**config.mk**
```make
export PLATFORM = sky130hd
export DESIGN_NAME = capture_freq_bang_bang_vco_tuner
export DESIGN_NICKNAME = d
export VERILOG_FILES = /design/src/hdl/cfvt_pkg.sv /design/src/hdl/cfvt_front.sv /design/src/hdl/cfvt_queue.sv /design/src/hdl/cfvt_back.sv /design/src/hdl/capture_freq_bang_bang_vco_tuner.sv
export SDC_FILE = /design/constraint.sdc
export NUM_CORES = 1
export LEC_CHECK = 0
export ABC_AREA = 1
export ABC_CLOCK_PERIOD_IN_PS = 9800
export BUFFER_PORTS_ARGS = -buffer_cell sky130_fd_sc_hd__buf_2
export CORE_AREA = 2 2 187 189
export DETAILED_ROUTE_END_ITERATION = 10
export DIE_AREA = 0 0 189 191
export GPL_TIMING_DRIVEN = 0
export SLEW_MARGIN = 20
export SYNTH_ARGS = -nofsm -noshare
export SYNTH_HDL_FRONTEND = slang
export SYNTH_SLANG_ARGS = --single-unit
```
**constraint.sdc**
```tcl
create_clock -name aclk -period 9.8 [get_ports aclk]
set_input_delay 1.96 -clock aclk [delete_from_list [all_inputs] [get_ports aclk]]
set_output_delay 1.96 -clock aclk [all_outputs]
set_load 0.05 [all_outputs]
```
**src/hdl/cfvt_pkg.sv**
```systemverilog
`default_nettype none
// ---------------------------------------------------------------------------
// cfvt_pkg
// Shared widths, constants and types of the capture-driven VCO tuner.
// ---------------------------------------------------------------------------
package cfvt_pkg;

    localparam int STAMP_BITS = 16;
    localparam int DAC_BITS   = 12;
    localparam int CODE_BITS  = 2 * DAC_BITS;
    localparam int CLOCK_BITS = 28;
    localparam int FREQ_BITS  = 32;
    localparam int CFG_BITS   = 32;

    // timer clock is core clock / 2, so the dividend loses one bit
    localparam int DVD_BITS   = CLOCK_BITS - 1;
    localparam int DIV_STEPS  = DVD_BITS;
    localparam int CNT_BITS   = 5;
    localparam int PRE_SHIFT  = 3;

    localparam logic [STAMP_BITS-1:0] STAMP_MAX = '1;
    localparam logic [CODE_BITS-1:0]  CODE_MAX  = '1;
    localparam logic [DAC_BITS-1:0]   HALF_MID  = {1'b0, {(DAC_BITS-1){1'b1}}};
    localparam logic [CODE_BITS-1:0]  CODE_RESET = {HALF_MID, HALF_MID};
    localparam logic [CLOCK_BITS-1:0] CLOCK_RESET = CLOCK_BITS'(168000000);
    localparam logic [FREQ_BITS-1:0]  FREQ_SAT  = '1;

    typedef enum logic [0:0] {
        REG_CORE_CLOCK = 1'b0,
        REG_TARGET     = 1'b1
    } reg_index_t;

    typedef struct packed {
        logic                  second;
        logic [STAMP_BITS-1:0] period;
    } queue_entry_t;

endpackage : cfvt_pkg
`default_nettype wire

```
**src/hdl/cfvt_front.sv**
```systemverilog
`default_nettype none
// ---------------------------------------------------------------------------
// cfvt_front
// Accepts capture stamps, tracks the pair phase and forms the period.
// ---------------------------------------------------------------------------
module cfvt_front (
    input  wire logic                           aclk,
    input  wire logic                           aresetn,
    input  wire logic                           s_tvalid,
    output logic                                s_tready,
    input  wire logic [cfvt_pkg::STAMP_BITS-1:0] s_stamp,
    output logic                                push,
    output cfvt_pkg::queue_entry_t              push_entry,
    input  wire logic                           q_full
);

    logic                          pair_phase_reg, pair_phase_next;
    logic [cfvt_pkg::STAMP_BITS-1:0] first_stamp_reg, first_stamp_next;
    logic [cfvt_pkg::STAMP_BITS-1:0] period;

    assign s_tready = !q_full;
    assign push     = s_tvalid && s_tready;

    always_comb begin
        if (s_stamp > first_stamp_reg) begin
            period = s_stamp - first_stamp_reg;
        end else if (s_stamp < first_stamp_reg) begin
            // wrap formula kept one short of a true modulo
            period = (cfvt_pkg::STAMP_MAX - first_stamp_reg) + s_stamp;
        end else begin
            period = '0;
        end
    end

    always_comb begin
        push_entry.second = pair_phase_reg;
        push_entry.period = period;
        pair_phase_next   = pair_phase_reg;
        first_stamp_next  = first_stamp_reg;
        if (push) begin
            pair_phase_next = !pair_phase_reg;
            if (!pair_phase_reg) begin
                first_stamp_next = s_stamp;
            end
        end
    end

    always_ff @(posedge aclk) begin
        if (!aresetn) begin
            pair_phase_reg  <= 1'b0;
            first_stamp_reg <= '0;
        end else begin
            pair_phase_reg  <= pair_phase_next;
            first_stamp_reg <= first_stamp_next;
        end
    end

endmodule : cfvt_front
`default_nettype wire

```
**src/hdl/cfvt_queue.sv**
```systemverilog
`default_nettype none
// ---------------------------------------------------------------------------
// cfvt_queue
// Two-entry queue between the classifying front and the divide back end.
// ---------------------------------------------------------------------------
module cfvt_queue (
    input  wire logic                   aclk,
    input  wire logic                   aresetn,
    input  wire logic                   push,
    input  wire cfvt_pkg::queue_entry_t push_entry,
    output logic                        full,
    input  wire logic                   pop,
    output logic                        q_valid,
    output cfvt_pkg::queue_entry_t      pop_entry
);

    cfvt_pkg::queue_entry_t slot_reg [2];
    logic       wr_ptr_reg, wr_ptr_next;
    logic       rd_ptr_reg, rd_ptr_next;
    logic [1:0] count_reg, count_next;

    assign full      = (count_reg == 2'd2);
    assign q_valid   = (count_reg != 2'd0);
    assign pop_entry = slot_reg[rd_ptr_reg];

    always_comb begin
        wr_ptr_next = wr_ptr_reg;
        rd_ptr_next = rd_ptr_reg;
        count_next  = count_reg;
        if (push) begin
            wr_ptr_next = !wr_ptr_reg;
        end
        if (pop) begin
            rd_ptr_next = !rd_ptr_reg;
        end
        case ({push, pop})
            2'b10:   count_next = count_reg + 2'd1;
            2'b01:   count_next = count_reg - 2'd1;
            default: count_next = count_reg;
        endcase
    end

    always_ff @(posedge aclk) begin
        if (push) begin
            slot_reg[wr_ptr_reg] <= push_entry;
        end
    end

    always_ff @(posedge aclk) begin
        if (!aresetn) begin
            wr_ptr_reg <= 1'b0;
            rd_ptr_reg <= 1'b0;
            count_reg  <= 2'd0;
        end else begin
            wr_ptr_reg <= wr_ptr_next;
            rd_ptr_reg <= rd_ptr_next;
            count_reg  <= count_next;
        end
    end

endmodule : cfvt_queue
`default_nettype wire

```
**src/hdl/cfvt_back.sv**
```systemverilog
`default_nettype none
// ---------------------------------------------------------------------------
// cfvt_back
// Config registers, bit-serial frequency divide, bang-bang code step and
// the output register.
// ---------------------------------------------------------------------------
module cfvt_back (
    input  wire logic                           aclk,
    input  wire logic                           aresetn,
    input  wire logic                           cfg_we,
    input  wire logic [0:0]                     cfg_addr,
    input  wire logic [cfvt_pkg::CFG_BITS-1:0]  cfg_wdata,
    input  wire logic                           q_valid,
    input  wire cfvt_pkg::queue_entry_t         q_entry,
    output logic                                pop,
    output logic                                m_tvalid,
    input  wire logic                           m_tready,
    output logic [cfvt_pkg::DAC_BITS-1:0]       m_coarse,
    output logic [cfvt_pkg::DAC_BITS-1:0]       m_fine,
    output logic [cfvt_pkg::FREQ_BITS-1:0]      m_freq,
    output logic                                m_updated
);

    typedef enum logic [2:0] {
        ST_IDLE = 3'b001,
        ST_DIV  = 3'b010,
        ST_STEP = 3'b100
    } state_t;

    state_t state_reg, state_next;

    logic [cfvt_pkg::CLOCK_BITS-1:0] clock_reg, clock_next;
    logic [cfvt_pkg::FREQ_BITS-1:0]  target_reg, target_next;
    logic [cfvt_pkg::FREQ_BITS-1:0]  freq_reg, freq_next;
    logic [cfvt_pkg::CODE_BITS-1:0]  code_reg, code_next;
    logic                            upd_reg, upd_next;

    logic [cfvt_pkg::STAMP_BITS-1:0] div_reg, div_next;
    logic [cfvt_pkg::STAMP_BITS-1:0] rem_reg, rem_next;
    logic [cfvt_pkg::DVD_BITS-1:0]   dvd_reg, dvd_next;
    logic [cfvt_pkg::DVD_BITS-1:0]   quo_reg, quo_next;
    logic [cfvt_pkg::CNT_BITS-1:0]   cnt_reg, cnt_next;
    logic [cfvt_pkg::STAMP_BITS:0]   trial;
    logic                            qbit;

    logic                            m_valid_reg, m_valid_next;
    logic [cfvt_pkg::DAC_BITS-1:0]   coarse_reg, coarse_next;
    logic [cfvt_pkg::DAC_BITS-1:0]   fine_reg, fine_next;
    logic [cfvt_pkg::FREQ_BITS-1:0]  mfreq_reg, mfreq_next;
    logic                            mupd_reg, mupd_next;

    logic                            load;
    logic                            up;
    logic [cfvt_pkg::CODE_BITS-1:0]  code_step;

    assign pop       = (state_reg == ST_IDLE) && q_valid;
    assign load      = (state_reg == ST_STEP) && (!m_valid_reg || m_tready);
    assign m_tvalid  = m_valid_reg;
    assign m_coarse  = coarse_reg;
    assign m_fine    = fine_reg;
    assign m_freq    = mfreq_reg;
    assign m_updated = mupd_reg;

    // restoring divide, one quotient bit a cycle
    assign trial = {rem_reg, dvd_reg[cfvt_pkg::DVD_BITS-1]};
    assign qbit  = (trial >= {1'b0, div_reg});

    always_comb begin
        up = !(freq_reg > target_reg);
        if (up && (code_reg != cfvt_pkg::CODE_MAX)) begin
            code_step = code_reg + 1'b1;
        end else if (code_reg != '0) begin
            code_step = code_reg - 1'b1;
        end else begin
            code_step = code_reg;
        end
    end

    always_comb begin
        clock_next  = clock_reg;
        target_next = target_reg;
        if (cfg_we) begin
            case (cfg_addr)
                cfvt_pkg::REG_CORE_CLOCK:
                    clock_next = cfg_wdata[cfvt_pkg::CLOCK_BITS-1:0];
                cfvt_pkg::REG_TARGET:
                    target_next = cfg_wdata[cfvt_pkg::FREQ_BITS-1:0];
                default: ;
            endcase
        end
    end

    always_comb begin
        state_next   = state_reg;
        freq_next    = freq_reg;
        code_next    = code_reg;
        upd_next     = upd_reg;
        div_next     = div_reg;
        rem_next     = rem_reg;
        dvd_next     = dvd_reg;
        quo_next     = quo_reg;
        cnt_next     = cnt_reg;
        m_valid_next = m_valid_reg;
        coarse_next  = coarse_reg;
        fine_next    = fine_reg;
        mfreq_next   = mfreq_reg;
        mupd_next    = mupd_reg;

        if (m_valid_reg && m_tready) begin
            m_valid_next = 1'b0;
        end

        case (state_reg)
            ST_IDLE: begin
                if (q_valid) begin
                    upd_next = q_entry.second;
                    div_next = q_entry.period;
                    rem_next = '0;
                    dvd_next = clock_reg[cfvt_pkg::CLOCK_BITS-1:1];
                    quo_next = '0;
                    cnt_next = '0;
                    if (!q_entry.second) begin
                        state_next = ST_STEP;
                    end else if (q_entry.period == '0) begin
                        freq_next  = cfvt_pkg::FREQ_SAT;
                        state_next = ST_STEP;
                    end else begin
                        state_next = ST_DIV;
                    end
                end
            end
            ST_DIV: begin
                rem_next = qbit ? cfvt_pkg::STAMP_BITS'(trial - {1'b0, div_reg})
                                : trial[cfvt_pkg::STAMP_BITS-1:0];
                dvd_next = {dvd_reg[cfvt_pkg::DVD_BITS-2:0], 1'b0};
                quo_next = {quo_reg[cfvt_pkg::DVD_BITS-2:0], qbit};
                cnt_next = cnt_reg + 1'b1;
                if (cnt_reg == cfvt_pkg::CNT_BITS'(cfvt_pkg::DIV_STEPS - 1)) begin
                    freq_next  = cfvt_pkg::FREQ_BITS'(
                        {quo_reg[cfvt_pkg::DVD_BITS-2:0], qbit}) << cfvt_pkg::PRE_SHIFT;
                    state_next = ST_STEP;
                end
            end
            ST_STEP: begin
                if (load) begin
                    code_next    = code_step;
                    m_valid_next = 1'b1;
                    coarse_next  = code_step[cfvt_pkg::CODE_BITS-1:cfvt_pkg::DAC_BITS];
                    fine_next    = code_step[cfvt_pkg::DAC_BITS-1:0];
                    mfreq_next   = freq_reg;
                    mupd_next    = upd_reg;
                    state_next   = ST_IDLE;
                end
            end
            default: state_next = ST_IDLE;
        endcase
    end

    always_ff @(posedge aclk) begin
        div_reg    <= div_next;
        rem_reg    <= rem_next;
        dvd_reg    <= dvd_next;
        quo_reg    <= quo_next;
        coarse_reg <= coarse_next;
        fine_reg   <= fine_next;
        mfreq_reg  <= mfreq_next;
        mupd_reg   <= mupd_next;
        upd_reg    <= upd_next;
    end

    always_ff @(posedge aclk) begin
        if (!aresetn) begin
            state_reg   <= ST_IDLE;
            clock_reg   <= cfvt_pkg::CLOCK_RESET;
            target_reg  <= '0;
            freq_reg    <= '0;
            code_reg    <= cfvt_pkg::CODE_RESET;
            cnt_reg     <= '0;
            m_valid_reg <= 1'b0;
        end else begin
            state_reg   <= state_next;
            clock_reg   <= clock_next;
            target_reg  <= target_next;
            freq_reg    <= freq_next;
            code_reg    <= code_next;
            cnt_reg     <= cnt_next;
            m_valid_reg <= m_valid_next;
        end
    end

endmodule : cfvt_back
`default_nettype wire

```
**src/hdl/capture_freq_bang_bang_vco_tuner.sv**
```systemverilog
// Path: a first stamp or a zero-period second goes from the queue through
//   the step state to m_tvalid; any other second stamp first passes the
//   27-step divider. The back end takes a new stamp only once it is back
//   in idle; a two-entry queue lets the front accept while the divider runs.
// Reset: aresetn synchronous, active low; restores config, pair phase,
//   frequency and tune code. No clearing pass.
`default_nettype none
// ---------------------------------------------------------------------------
// capture_freq_bang_bang_vco_tuner
// Bang-bang frequency-locked VCO tuner fed by input-capture timestamps.
// ---------------------------------------------------------------------------
module capture_freq_bang_bang_vco_tuner (
    input  wire logic        aclk,
    input  wire logic        aresetn,
    input  wire logic        cfg_we,
    input  wire logic [0:0]  cfg_addr,
    input  wire logic [31:0] cfg_wdata,
    input  wire logic        s_tvalid,
    output logic             s_tready,
    input  wire logic [15:0] s_tdata,   // [15:0] capture_stamp
    output logic             m_tvalid,
    input  wire logic        m_tready,
    output logic [55:0]      m_tdata,   // [11:0] coarse_dac, [23:12] fine_dac,
                                        // [55:24] measured_freq
    output logic             m_tuser    // [0] freq_updated
);

    logic                   push, q_full, pop, q_valid;
    cfvt_pkg::queue_entry_t push_entry, pop_entry;
    logic [cfvt_pkg::DAC_BITS-1:0]  coarse, fine;
    logic [cfvt_pkg::FREQ_BITS-1:0] freq;

    cfvt_front u_front (
        .aclk       (aclk),
        .aresetn    (aresetn),
        .s_tvalid   (s_tvalid),
        .s_tready   (s_tready),
        .s_stamp    (s_tdata),
        .push       (push),
        .push_entry (push_entry),
        .q_full     (q_full)
    );

    cfvt_queue u_queue (
        .aclk       (aclk),
        .aresetn    (aresetn),
        .push       (push),
        .push_entry (push_entry),
        .full       (q_full),
        .pop        (pop),
        .q_valid    (q_valid),
        .pop_entry  (pop_entry)
    );

    cfvt_back u_back (
        .aclk      (aclk),
        .aresetn   (aresetn),
        .cfg_we    (cfg_we),
        .cfg_addr  (cfg_addr),
        .cfg_wdata (cfg_wdata),
        .q_valid   (q_valid),
        .q_entry   (pop_entry),
        .pop       (pop),
        .m_tvalid  (m_tvalid),
        .m_tready  (m_tready),
        .m_coarse  (coarse),
        .m_fine    (fine),
        .m_freq    (freq),
        .m_updated (m_tuser)
    );

    assign m_tdata = {freq, fine, coarse};

endmodule : capture_freq_bang_bang_vco_tuner
`default_nettype wire

```
* Yosys cells after proc, flatten, opt, wreduce, memory -nomap -nowiden *
Memory sizes are Yosys's and may differ from the RTL's. A register that Yosys moved wholly into a read port is not among the register bits.
Cells that the tools add are included.

cells by class
  eq/ne operators = 13
  $add $sub $neg = 9
  bitwise logic cells = 2
  order comparisons = 4
  reductions and logical operators = 25
  multiplexer cells = 32

operators by type and width
  kind                                                                  number
  32-bit two-way mux                                                    4
  16-bit two-way mux                                                    4
  32-bit one-hot mux with 2 select lines                                1
  27-bit one-hot mux with 2 select lines                                1
  26-bit one-hot mux with 2 select lines                                1
  24-bit two-way mux                                                    2
  32-bit > comparator                                                   1
  16-bit one-hot mux with 2 select lines                                1
  16-bit subtractor                                                     2
  27-bit two-way mux                                                    1
  26-bit two-way mux                                                    1
  24-bit by 1-bit adder with 24-bit output, second input constant       1
  24-bit inequality test, second input constant                         1
  24-bit nonzero test                                                   1
  24-bit by 1-bit subtractor with 24-bit output, second input constant  1
  17-bit by 16-bit >= comparator with 1-bit output                      1
  16-bit adder                                                          1
  16-bit > comparator                                                   1
  16-bit logical NOT                                                    1
  16-bit less-than comparator                                           1
  16-bit subtractor, first input constant                               1
  3-bit two-way mux                                                     5
  2-bit AND reduction                                                   6
  5-bit one-hot mux with 2 select lines                                 1
  other kinds (22)                                                      44

word-level totals
  RAM bits = 34
  memories kept = 1
  register bits = 289
  logic and storage cells = 107
  output and inout bits = 59
  input bits = 54

memories
  name              words  bits a word  rd ports  clocked after Yosys merged registers in  write ports  line              source
  u_queue.slot_reg  2      17           1         1                                        1            cfvt_queue.sv:17  cfvt_pkg::queue_entry_t slot_reg [2];

* Depth between registers and ports, before layout *
  depth in word-level cells = 5
  mapped depth = 20
  depth with buffers taken out = 19

* Hierarchy *
From an unflattened synthesis, not the netlist that was laid out.

second synthesis, totals
  cells, all modules = 1,982
  area total of the unflattened synthesis = 16,366.9 um^2

by module, submodules not included
  module      sequential area each (um^2)  area each (um^2)  cells an instance  times used
  cfvt_back   6,576.3                      12,590.8          1,488              1
  cfvt_front  340.3                        2,268.4           406                1
  cfvt_queue  1,121.1                      1,507.7           88                 1

* Worst setup path before layout *
No wires, ideal clock.

  path type = input port to flip-flop
  from = in s_tdata[0]
  to = mem u_queue.slot_reg[0][12] in the netlist's numbering, data pin
  stages = 12
  setup slack = 5.943 ns
  buffers on the path = 1
  required time = 9.538 ns
  data arrival time = 3.594 ns
  setup time = 0.262 ns
  cells stage by stage = inv_1 > ha_1 > fa_1 > inv_1 > a21oi_1 > o21ai_0 > nand2_1 > nand2_1 > buf_2 > a21oi_1 > o21ai_0 > nand2_1

RTL lines
  what         line                                    source
  from (decl)  capture_freq_bang_bang_vco_tuner.sv:20  input wire logic [15:0] s_tdata,
  to (decl)    cfvt_queue.sv:17

==> impl_metrics.env <==
export IMPL_core_area_mm2=0.03412
export IMPL_rr_worst_depth=10
export IMPL_crit_buf_inv=4
export IMPL_synth_top_family_by_area="simple AND/OR/NAND/NOR gates"
export IMPL_wl_mm=40.82
export IMPL_yosys_register_bits=315
export IMPL_syn_cell_area_mm2=0.01610
export IMPL_largest_register_ffs=34
export IMPL_rsz0062_at_grt="false"
export IMPL_synth_compound_area_share_pct=11.00
export IMPL_nFillCells=3251
export IMPL_dpl_cell_count=2506
export IMPL_hp_start="u_back.target_reg[22]$_SDFFE_PN0P_"
export IMPL_yosysWarnings=0
export IMPL_post_drt_wl_per_cell_um=15.87
export IMPL_first_pass_iters=5
export IMPL_synth_area_leaders="edfxtp_1, dfxtp_1, nand2_1"
export IMPL_pwr_share_clk_pct=22.9
export IMPL_synth_xor_area_share_pct=3.591
export IMPL_p_seq_share_pct=37.4
export IMPL_grt_pass1_vias=12533
export IMPL_dr_first_iter_drc_count=669
export IMPL_cts_sinks=315
export IMPL_cts_made_buffers=36
export IMPL_die_height_um=191
export IMPL_ctsResizeCount=0
export IMPL_vdd_ir_drop_max_mv=0.1299
export IMPL_layout_drive_gt1_share_pct=10.20
export IMPL_die_area_mm2=0.03610
export IMPL_gp_congestion=0.9030
export IMPL_fin_setup_tns_ns=0
export IMPL_max_freq_ghz=0.2399
export IMPL_synthMuxAreaShare_pct=0
export IMPL_initial_core_util_pct=47.18
export IMPL_setup_violations=0
export IMPL_crit_family="compound AO/OA/AOI/OAI gates"
export IMPL_finClkSkew_ns=0.02366
export IMPL_rows=68
export IMPL_fin_nets=2217
export IMPL_min_period_over_period_pct=42.53
export IMPL_internal_power_w=0.003329
export IMPL_port_buffers=111
export IMPL_yosys_area_top_type="edfxtp_1"
export IMPL_h_tree_depth=2
export IMPL_antenna_found_initial=1
export IMPL_layout_common_cells="nand2_1, inv_1, nor2_1"
export IMPL_layout_cells_non_filler=2572
export IMPL_slowest_stage="o21ai_0"
export IMPL_area_growth_pct=14.18
export IMPL_viasPerCell=5.030
export IMPL_end_kind="flop"
export IMPL_ioPinCount=113
export IMPL_powerDensity_mw_per_mm2=299.5
export IMPL_overflow=0
export IMPL_holdCritPathClass="reg -> reg"
export IMPL_ctsHoldBuffers=0
export IMPL_synth_simple_area_share_pct=21.40
export IMPL_status="completed"
export IMPL_synth_top_area_share_pct=32.27
export IMPL_grt_pass1_wl_mm=65.74
export IMPL_path_cells="buf_2 -> inv_1 -> ha_1 -> fa_1 -> inv_1 -> a21oi_1 -> o21ai_0 -> nand2_1 -> nand2_1 -> nand2_1 -> inv_1 -> o21ai_0 -> o21ai_0"
export IMPL_ys_types=48
export IMPL_grt_total_usage_pct=22.81
export IMPL_combPwrFrac_pct=39.7
export IMPL_syn_avg_cell_area_um2=8.311
export IMPL_cts_tree="yes"
export IMPL_min_to="u_back.target_reg[22]$_SDFFE_PN0P_"
export IMPL_vias=12938
export IMPL_p_sw_w=0.002177
export IMPL_whs_path_depth=2
export IMPL_reg2reg_slack_ns=6.83
export IMPL_hold_viol_final=0
export IMPL_synthAdderAreaFrac_pct=5.891
export IMPL_power_leakage_nw=8.105
export IMPL_cp_required_ns=10.04
export IMPL_cts_root_buffer="clkbuf_16"
export IMPL_postRouteAntennaNets=0
export IMPL_final_common_cell="nand2_1"
export IMPL_grt_max_degree=63
export IMPL_regToRegEndpoint="u_back.m_fine[1]$_DFFE_PP_"
export IMPL_slew_viol_final=0
export IMPL_path_max_fanout=6
export IMPL_synthesis_nets=2065
export IMPL_clock_latency_ns=0.53
export IMPL_die_width_um=189
export IMPL_maxCapViolations=0
export IMPL_startpoint_type="input pin"
export IMPL_r2r_start="u_back.freq_reg[30]$_SDFFE_PN0P_"
export IMPL_clk_path_buf_depth=3
export IMPL_critPathMaxStageDelay_ns=0.47
export IMPL_seq_area_frac_synth_pct=49.93
export IMPL_tightest_slew_ns=0.8623
export IMPL_worstPathArrival_ns=4.41
export IMPL_swShare_pct=39.53
export IMPL_synth_cells=1937
export IMPL_period_minus_slack_ns=4.168
export IMPL_drcViolationCount=0
export IMPL_clk_pin_slew_ns=0.06
export IMPL_n_antenna_cell=0
export IMPL_cts_setup_buffers=0
export IMPL_worstSetupPathType="in -> reg"
export IMPL_max_slew_margin_rel_pct=42.45
export IMPL_dp_hpwl_mm=30.59
==> worst max-delay path by stage <==
stage	depth (start not counted)	slack, ns	start	endpoint
2_1_floorplan	12	5.94	s_tdata[0]	u_queue.slot_reg[0][12]$_DFFE_PP_
3_3_place_gp	5	4.98	u_back.state_reg[2]$_SDFFE_PN0P_	u_back.dvd_reg[0]$_SDFFCE_PP0P_
3_5_place_dp	13	5.08	s_tdata[0]	u_queue.slot_reg[1][11]$_DFFE_PP_
4_1_cts	13	5.61	s_tdata[0]	u_queue.slot_reg[1][11]$_DFFE_PP_
5_1_grt	13	5.36	s_tdata[0]	u_queue.slot_reg[0][11]$_DFFE_PP_
6_report	13	5.63	s_tdata[0]	u_queue.slot_reg[0][11]$_DFFE_PP_
==> per-layer routing <==
layer  vias to the layer above  global-route usage (%)  share of wire (%)
met2                       276                   38.95                 47
met5                         -                       0                  0
met1                      5954                   30.50                 47
met4                         0                   5.258                1.8
li1                       6661                       -                  -
met3                        47                   3.580                5.0
==> Yosys cell counts (all sizes together) <==
library cell  number
nand2            432
inv              240
nor2             202
edfxtp           173
o21ai            162
a21oi            151
dfxtp            142
nand3             94
ha                71
xor2              54
clkbuf            53
nor3              43
buf               31
nand4             16
and2              14
xnor2             12
o22ai             10
a21o               6
nor4               6
o21a               4
or2                4
clkinv             3
fa                 3
nand3b             3
a211oi             1
a221oi             1
a31o               1
a31oi              1
o211ai             1
o21bai             1
o311ai             1
o31ai              1
==> worst register-to-register path, stage by stage (launching register included) <==
cell,delay [ns]
dfxtp_1,0.56
ha_1,0.32
a21oi_1,0.19
o21a_1,0.15
nand2_1,0.05
a21oi_1,0.11
nand2_1,0.06
nand2_1,0.32
buf_1,0.54
nand3_1,0.19
and2_1,0.22
==> power groups by stage <==
stage / combinational, W / clock [W] / sequential, W
CTS: 0.00219 / 0.00129 / 0.00206
floorplan: 0.00152 / 0 / 0.00210
global placement: 0.00212 / 0 / 0.00210
finish: 0.00219 / 0.00126 / 0.00206
detailed placement: 0.00218 / 0 / 0.00208
global route: 0.00248 / 0.00134 / 0.00209
==> layout make-up <==
| type | count | area [µm²] | area share (%) |
|---|---|---|---|
| clock buffers | 57 | 1041 | 5.663 |
| plain buffers | 84 | 407.9 | 2.219 |
| multi-input cells | 1295 | 6749 | 36.72 |
| repair buffers | 114 | 605.6 | 3.295 |
| clock inverters | 9 | 55.05 | 0.2995 |
| inverters | 243 | 915.9 | 4.983 |
| well taps | 455 | 569.3 | 3.097 |
| flip-flops and latches | 315 | 8038 | 43.73 |
==> metrics by stage <==
stage / setup WS (ns) / util, % / area [µm²] / total power, W / hold WS, ns
floorplan: 5.943 / - / 16100 / 0.003627 / 0.4003
global placement: 4.985 / 50.48 / 17220 / 0.004218 / 0.4380
detailed placement: 5.076 / 50.66 / 17290 / 0.004263 / 0.4430
CTS: 5.608 / 53.88 / 18380 / 0.005540 / 0.4514
global route: 5.359 / 53.88 / 18380 / 0.005914 / 0.4801
finish: 5.632 / 53.88 / 18380 / 0.005506 / 0.4561
==> cells by family after synthesis <==
group                      Yosys count
AOI/OAI and AO/OA                  341
xor gates and xnor gates            66
adders and majority gates           74
buffers and inverters              327
DFF                                315
and+or+nand+nor                    814
No activity file was read; power rests on OpenSTA's default activity.
